===== src/rtl/lfod_pkg.sv =====
package lfod_pkg;

    // Wheel direction codes
    localparam logic [1:0] DIR_STOP = 2'd0;
    localparam logic [1:0] DIR_FWD  = 2'd1;
    localparam logic [1:0] DIR_REV  = 2'd2;

    localparam logic [7:0] DUTY_MAX = 8'd255;

    // Configuration register indexes
    localparam logic [2:0] REG_FWD_SPEED        = 3'd0;
    localparam logic [2:0] REG_TURN_RATE_SMALL  = 3'd1;
    localparam logic [2:0] REG_TURN_RATE_LARGE  = 3'd2;
    localparam logic [2:0] REG_TURN_RATE_SEARCH = 3'd3;
    localparam logic [2:0] REG_HOLD_STRAIGHT    = 3'd4;
    localparam logic [2:0] REG_HOLD_SMALL       = 3'd5;
    localparam logic [2:0] REG_HOLD_LARGE       = 3'd6;
    localparam logic [2:0] REG_HOLD_SEARCH      = 3'd7;

    // Line codes, bit3 outer left .. bit0 outer right, 1 = line seen
    localparam logic [3:0] CODE_NONE        = 4'b0000;
    localparam logic [3:0] CODE_CENTER      = 4'b0110;
    localparam logic [3:0] CODE_ALL         = 4'b1111;
    localparam logic [3:0] CODE_INNER_LEFT  = 4'b0100;
    localparam logic [3:0] CODE_OUTER_LEFT  = 4'b1000;
    localparam logic [3:0] CODE_BENT_LEFT   = 4'b1100;
    localparam logic [3:0] CODE_WIDE_LEFT   = 4'b1110;
    localparam logic [3:0] CODE_INNER_RIGHT = 4'b0010;
    localparam logic [3:0] CODE_OUTER_RIGHT = 4'b0001;
    localparam logic [3:0] CODE_BENT_RIGHT  = 4'b0011;
    localparam logic [3:0] CODE_WIDE_RIGHT  = 4'b0111;

    // Irregular patterns, handled as a spin without touching the line side
    localparam logic [3:0] CODE_SPLIT_IL_OR = 4'b0101;
    localparam logic [3:0] CODE_OUTERS      = 4'b1001;
    localparam logic [3:0] CODE_SPLIT_OL_IR = 4'b1010;
    localparam logic [3:0] CODE_GAP_LEFT    = 4'b1011;
    localparam logic [3:0] CODE_GAP_RIGHT   = 4'b1101;

    // Reciprocal of ten in 0.16 fixed point, exact for inputs well past 2303
    localparam logic [12:0] RECIP10 = 13'd6554;

    typedef struct packed {
        logic [7:0] duty;
        logic [1:0] dir;
    } t_wheel;

    // Tenths to duty and direction: round half away from zero, divide by ten, saturate
    function automatic t_wheel f_wheel(input logic signed [12:0] tenths);
        logic [12:0] mag;
        logic [25:0] prod;
        logic [8:0]  q;
        t_wheel      res;
        mag  = tenths[12] ? 13'(-tenths) : 13'(tenths);
        prod = 26'(mag + 13'd5) * 26'(RECIP10);
        q    = prod[24:16];
        res.duty = (q > {1'b0, DUTY_MAX}) ? DUTY_MAX : q[7:0];
        if (res.duty == 8'd0) begin
            res.dir = DIR_STOP;
        end else begin
            res.dir = tenths[12] ? DIR_REV : DIR_FWD;
        end
        return res;
    endfunction

endpackage


===== src/rtl/line_follow_omni_drive.sv =====
// Line follower drive for a three-wheel omni base.
//
// Input channel: i_valid / o_stall carry one beat of four raw active-low
// line-sensor levels. Output channel: o_valid / i_stall carry one beat of
// duty and direction for the left front, right front and rear wheels, plus
// the hold time in milliseconds for that drive.
// Configuration: i_cfg_we writes i_cfg_data into register i_cfg_idx; write
// only while no beat is in flight.
// The sensor beat lands in an input register; the decode and wheel arithmetic
// (one constant multiply per wheel) then fill the result register. Throughput
// is one beat per cycle while the receiver does not stall.
// When the receiver stalls, the result register holds; the input register
// still takes one more beat, and o_stall rises only once both are full.
// Reset (synchronous, active low) empties both registers, restores the
// register defaults and sets the remembered line side to left.
module line_follow_omni_drive
    import lfod_pkg::*;
(
    input  logic       i_clk,
    input  logic       i_rst_n,
    input  logic       i_valid,
    output logic       o_stall,
    input  logic [3:0] i_sensor_levels,
    input  logic       i_cfg_we,
    input  logic [2:0] i_cfg_idx,
    input  logic [9:0] i_cfg_data,
    output logic       o_valid,
    input  logic       i_stall,
    output logic [7:0] o_left_front_duty,
    output logic [1:0] o_left_front_dir,
    output logic [7:0] o_right_front_duty,
    output logic [1:0] o_right_front_dir,
    output logic [7:0] o_rear_duty,
    output logic [1:0] o_rear_dir,
    output logic [7:0] o_hold_ms
);

    logic [7:0] r_fwd_speed;
    logic [9:0] r_turn_small;
    logic [9:0] r_turn_large;
    logic [9:0] r_turn_search;
    logic [7:0] r_hold_straight;
    logic [7:0] r_hold_small;
    logic [7:0] r_hold_large;
    logic [7:0] r_hold_search;
    logic       r_last_side;
    logic       n_last_side;

    logic       r_in_valid;
    logic [3:0] r_in_levels;
    logic       r_out_valid;
    t_wheel     r_lf;
    t_wheel     r_rf;
    t_wheel     r_rear;
    logic [7:0] r_hold;

    logic       out_free;
    logic       advance;
    logic [3:0] code;
    logic [7:0] vy;
    logic signed [10:0] w;
    logic [7:0] n_hold;
    logic [10:0] vy5;
    logic signed [12:0] lf_tenths;
    logic signed [12:0] rf_tenths;
    logic signed [12:0] rear_tenths;

    // Configuration registers
    always_ff @(posedge i_clk) begin
        if (!i_rst_n) begin
            r_fwd_speed     <= 8'd80;
            r_turn_small    <= 10'd15;
            r_turn_large    <= 10'd20;
            r_turn_search   <= 10'd300;
            r_hold_straight <= 8'd5;
            r_hold_small    <= 8'd2;
            r_hold_large    <= 8'd3;
            r_hold_search   <= 8'd10;
        end else if (i_cfg_we) begin
            case (i_cfg_idx)
                REG_FWD_SPEED:        r_fwd_speed     <= i_cfg_data[7:0];
                REG_TURN_RATE_SMALL:  r_turn_small    <= i_cfg_data;
                REG_TURN_RATE_LARGE:  r_turn_large    <= i_cfg_data;
                REG_TURN_RATE_SEARCH: r_turn_search   <= i_cfg_data;
                REG_HOLD_STRAIGHT:    r_hold_straight <= i_cfg_data[7:0];
                REG_HOLD_SMALL:       r_hold_small    <= i_cfg_data[7:0];
                REG_HOLD_LARGE:       r_hold_large    <= i_cfg_data[7:0];
                REG_HOLD_SEARCH:      r_hold_search   <= i_cfg_data[7:0];
                default: ;
            endcase
        end
    end

    // Handshake: advance the input beat whenever the result register is free
    assign out_free = !r_out_valid || !i_stall;
    assign advance  = r_in_valid && out_free;
    assign o_stall  = r_in_valid && !out_free;

    // Input register
    always_ff @(posedge i_clk) begin
        if (!i_rst_n) begin
            r_in_valid <= 1'b0;
        end else if (!o_stall) begin
            r_in_valid <= i_valid;
        end
    end

    always_ff @(posedge i_clk) begin
        if (!o_stall && i_valid) begin
            r_in_levels <= i_sensor_levels;
        end
    end

    // Decode the line code into forward speed, turn rate, hold and line side
    always_comb begin
        code        = ~r_in_levels;
        vy          = r_fwd_speed;
        w           = 11'sd0;
        n_hold      = r_hold_straight;
        n_last_side = r_last_side;
        case (code)
            CODE_CENTER, CODE_ALL: begin
            end
            CODE_INNER_LEFT: begin
                n_last_side = 1'b0;
                w           = -$signed({1'b0, r_turn_small});
                n_hold      = r_hold_small;
            end
            CODE_OUTER_LEFT, CODE_BENT_LEFT, CODE_WIDE_LEFT: begin
                n_last_side = 1'b0;
                w           = -$signed({1'b0, r_turn_large});
                n_hold      = r_hold_large;
            end
            CODE_INNER_RIGHT: begin
                n_last_side = 1'b1;
                w           = $signed({1'b0, r_turn_small});
                n_hold      = r_hold_small;
            end
            CODE_OUTER_RIGHT, CODE_BENT_RIGHT, CODE_WIDE_RIGHT: begin
                n_last_side = 1'b1;
                w           = $signed({1'b0, r_turn_large});
                n_hold      = r_hold_large;
            end
            default: begin
                // lost line or irregular code: spin toward the last side seen
                vy     = 8'd0;
                w      = r_last_side ? $signed({1'b0, r_turn_search})
                                     : -$signed({1'b0, r_turn_search});
                n_hold = (code == CODE_NONE) ? r_hold_search : r_hold_straight;
            end
        endcase
    end

    // Wheel speeds in tenths
    assign vy5         = 11'({3'b000, vy} * 11'd5);
    assign lf_tenths   = $signed({2'b00, vy5}) + 13'(w);
    assign rf_tenths   = $signed({2'b00, vy5}) - 13'(w);
    assign rear_tenths = 13'(w);

    // Remembered line side updates as the beat moves on
    always_ff @(posedge i_clk) begin
        if (!i_rst_n) begin
            r_last_side <= 1'b0;
        end else if (advance) begin
            r_last_side <= n_last_side;
        end
    end

    // Result register
    always_ff @(posedge i_clk) begin
        if (!i_rst_n) begin
            r_out_valid <= 1'b0;
        end else if (out_free) begin
            r_out_valid <= r_in_valid;
        end
    end

    always_ff @(posedge i_clk) begin
        if (advance) begin
            r_lf   <= f_wheel(lf_tenths);
            r_rf   <= f_wheel(rf_tenths);
            r_rear <= f_wheel(rear_tenths);
            r_hold <= n_hold;
        end
    end

    assign o_valid            = r_out_valid;
    assign o_left_front_duty  = r_lf.duty;
    assign o_left_front_dir   = r_lf.dir;
    assign o_right_front_duty = r_rf.duty;
    assign o_right_front_dir  = r_rf.dir;
    assign o_rear_duty        = r_rear.duty;
    assign o_rear_dir         = r_rear.dir;
    assign o_hold_ms          = r_hold;

endmodule


===== config.mk =====
export PLATFORM = sky130hd
export DESIGN_NAME = line_follow_omni_drive
export DESIGN_NICKNAME = d
export VERILOG_FILES = /design/src/rtl/lfod_pkg.sv /design/src/rtl/line_follow_omni_drive.sv
export SDC_FILE = /design/constraint.sdc
export NUM_CORES = 1
export LEC_CHECK = 0
export BUFFER_PORTS_ARGS = -buffer_cell sky130_fd_sc_hd__buf_4
export CORE_AREA = 2 2 201 203
export CTS_CLUSTER_DIAMETER = 200
export CTS_CLUSTER_SIZE = 30
export DETAILED_ROUTE_END_ITERATION = 10
export DIE_AREA = 0 0 203 205
export PLACE_DENSITY = 0.72
export SYNTH_ARGS = -nofsm -noshare
export SYNTH_HDL_FRONTEND = slang
export SYNTH_SLANG_ARGS = --single-unit

===== constraint.sdc =====
create_clock -name i_clk -period 12.15 [get_ports i_clk]
set_clock_uncertainty 0.2 [all_clocks]
set_input_delay 1.215 -clock i_clk [delete_from_list [all_inputs] [get_ports i_clk]]
set_output_delay 1.215 -clock i_clk [all_outputs]
set_load 0.02 [all_outputs]

==> flow_summary_export.csv <==
group,metric,value,unit
layout,nets,2545,
sta,hold_viol_final,0,
layout,stdcell_count,2631,
sta,rsz0062_at_grt,"false",
floorplanning,rows,73,
synthesis,ys_top_cells_by_count,"ha_1 (289), inv_1 (280), nand2_1 (231)",
clocking,worstSkewPairLatency,0.43,ns
drt,drc,0,
run_status,outcome,"finished clean",
synthesis,yosys.area.top_type,"ha_1",
clocking,htree_levels,4,
critical_path,arrival,11.48,ns
worst_hold_path,hold_class,"register to register",
clocking,cts_tree,"done",
critical_path,crit_start,"r_in_levels[1]",
floorplanning,dieArea,41600,um2
worst_hold_path,hold_start,"r_hold_small[2]",
critical_path,crit_fanout,14,
floorplanning,coreArea,39400,um2
synthesis,yosysWarnings,0,
clocking,cts_sinks,115,
global_route,grt_usage,20.7,%
global_route,grt_pass1_wl,70.3,mm
clocking,root_buffer,"clkbuf_16",
critical_path,end_kind,"register",
global_route,grt_max_degree,74,
placed_design,io_buffer_count,61,
synthesis,syn-instance-count,2003,
critical_path,criticalPathCategory,"register to register",
drt,wire_per_inst,15.8,um
placed_design,dpl.hpwl,33.2,mm
floorplanning,boundaryPins,62,
synthesis,synth-main-ff-cell,"dfxtp_1",
layout,n_antenna_cell,0,
drt,antenna_left,0,
layout,fin_util,49.4,%
drt,viasPerCell,5.46,
synthesis,ys_seq_elements,115,
synthesis,avgSynthCellArea,8.73,um2
synthesis,synthTopCellsByArea,"ha_1 (21%), fa_1 (16%), dfxtp_1 (8.4%)",
critical_path,cp_data_required_time,12.14,ns
clocking,numCtsBuffers,17,
drt,wl,41.6,mm
critical_path,crit_top_cell,"inv_1",
sta,fmax,87.0,MHz
drt,dr.first_iter.drc_count,1081,
synthesis,synth_area,17500,um2
floorplanning,initial_core_util,44.4,%
critical_path,cpPeakStageDelay,0.55,ns
sta,setup_tns,0,ns
global_route,grt_overflow,0,
global_route,grt_antenna_before_repair,0,
sta,report.final.slew_viol_count,0,
clocking,hold_buffers,0,
sta,tightest_slew,1.00,ns
floorplanning,die_width,203,um
sta,slew_headroom,32.8,%
synthesis,yosys.cell_count.top_type,"ha_1",
sta,min_period,11.49,ns
floorplanning,die_y,205,um
synthesis,async_reset_ff_share,0,%
sta,whs,0.267,ns
drt,drtPass1Iterations,6,
layout,syn2layout_area_growth,11.1,%
critical_path,slowest_stage,"fa_1",
placed_design,gp_congestion,0.926,
sta,setup_viol_count_final,0,
sta,period_share,94.6,%
critical_path,start_kind,"register",
synthesis,yosysSeqAreaShare,15.6,%
placed_design,dp_cells,2570,
drt,vias,14400,
synthesis,netlist.area_leader.share,20.7,%
critical_path,rr_startpoint,"r_in_levels[1]",
synthesis,synth.distinct_cells,101,
synthesis,synth_edf_count,42,
run,drv_cap,0,
layout,drive_above_1_share,9.26,%
clocking,cts_buffer_depth,2,
clocking,path_clk_slew,0.06,ns
global_route,grt_pass1_vias,14200,
-- sequential cells by signal, indices dropped and copies added, names as in the netlist --
name and cells:
o_rear_dir 2, r_last_side 1, o_right_front_duty 8, o_left_front_dir 2, r_hold_straight 8, o_hold_ms 8
r_hold_large 8, r_hold_small 8, r_in_valid 1, o_valid 1, r_turn_small 10, r_turn_large 10
r_hold_search 8, o_right_front_dir 2, r_fwd_speed 8, r_turn_search 10, o_rear_duty 8, r_in_levels 4
o_left_front_duty 8
-- logic make-up after synthesis --
| logic type | share of synthesized area (%) |
|---|---|
| adders and majority gates | 36.8 |
| buffers and inverters | 7.65 |
| and+or+nand+nor | 16.0 |
| other | 0.0429 |
| AOI/OAI and AO/OA | 15.7 |
| muxes | 0.637 |
| DFF | 15.6 |
| xor gates and xnor gates | 7.55 |
-- worst max-delay path, delay by kind of cell, from the launching register on --
family	cells	cell delay, ns
simple gates	7	1.40
flops	1	0.51
xor+xnor	3	0.61
mux	2	0.28
compound gates	17	3.39
fa+ha+maj	10	3.66
buf+inv	10	1.19
-- final timing paths --
path / cells after the start / to / slack, ns
hold / removal: 2 / r_hold_small[2] / 0.27
hold reg to reg: 2 / r_hold_small[2] / 0.27
setup reg to reg: 49 / o_right_front_dir[1] / 0.66
setup / recovery: 49 / o_right_front_dir[1] / 0.66
-- cell usage in the layout, fill, tap and decap left out, drive strengths merged, types with 13 or more instances in the layout --
| master | count |
|---|---|
| ha | 289 |
| inv | 287 |
| nand2 | 232 |
| fa | 141 |
| buf | 105 |
| nor2 | 103 |
| xnor2 | 96 |
| dfxtp | 73 |
| a21oi | 69 |
| a21boi | 55 |
| nor3 | 50 |
| o21ai | 49 |
| nand3 | 46 |
| xor2 | 44 |
| edfxtp | 42 |
| conb | 25 |
| clkbuf | 23 |
| a21o | 22 |
| nor2b | 21 |
| and2 | 20 |
| a211oi | 20 |
| nand2b | 17 |
| o21a | 16 |
| o211ai | 15 |
| a31oi | 14 |
| a22oi | 13 |
-- timing repair --
item / CTS / global route
endpoints found under the setup margin: 2 / 20
resized for setup: 1 / 13
setup buffers: 0 / 29
pin swaps: 0 / 4
-- metal layers --
layer,vias up,part of all wire (%),track usage (%)
li1,7043,-,-
met1,6960,46,27.6
met2,339,49,35.8
met3,34,3.7,2.27
met4,0,1.4,5.14
met5,-,0,0
-- through the flow --
step                instance area, um2  worst slack (ns)
detailed placement               18600            0.0106
global placement                 18600             0.420
floorplan                        17600              1.07
CTS                              19100            0.0618
finish                           19400             0.659
global route                     19400           0.00524
-- layout make-up --
cell class,instances,area (um2)
fill,3636,19900
multi-input combinational,1570,13600
sequential,115,2720
inverter,282,1060
timing repair buffer,107,798
tap,525,657
clock buffer,21,493
clock inverter,11,86.3
Power is left out: the tool's default activity adds up to more than one toggle a clock period on the data nets, which glitch-free logic cannot reach.
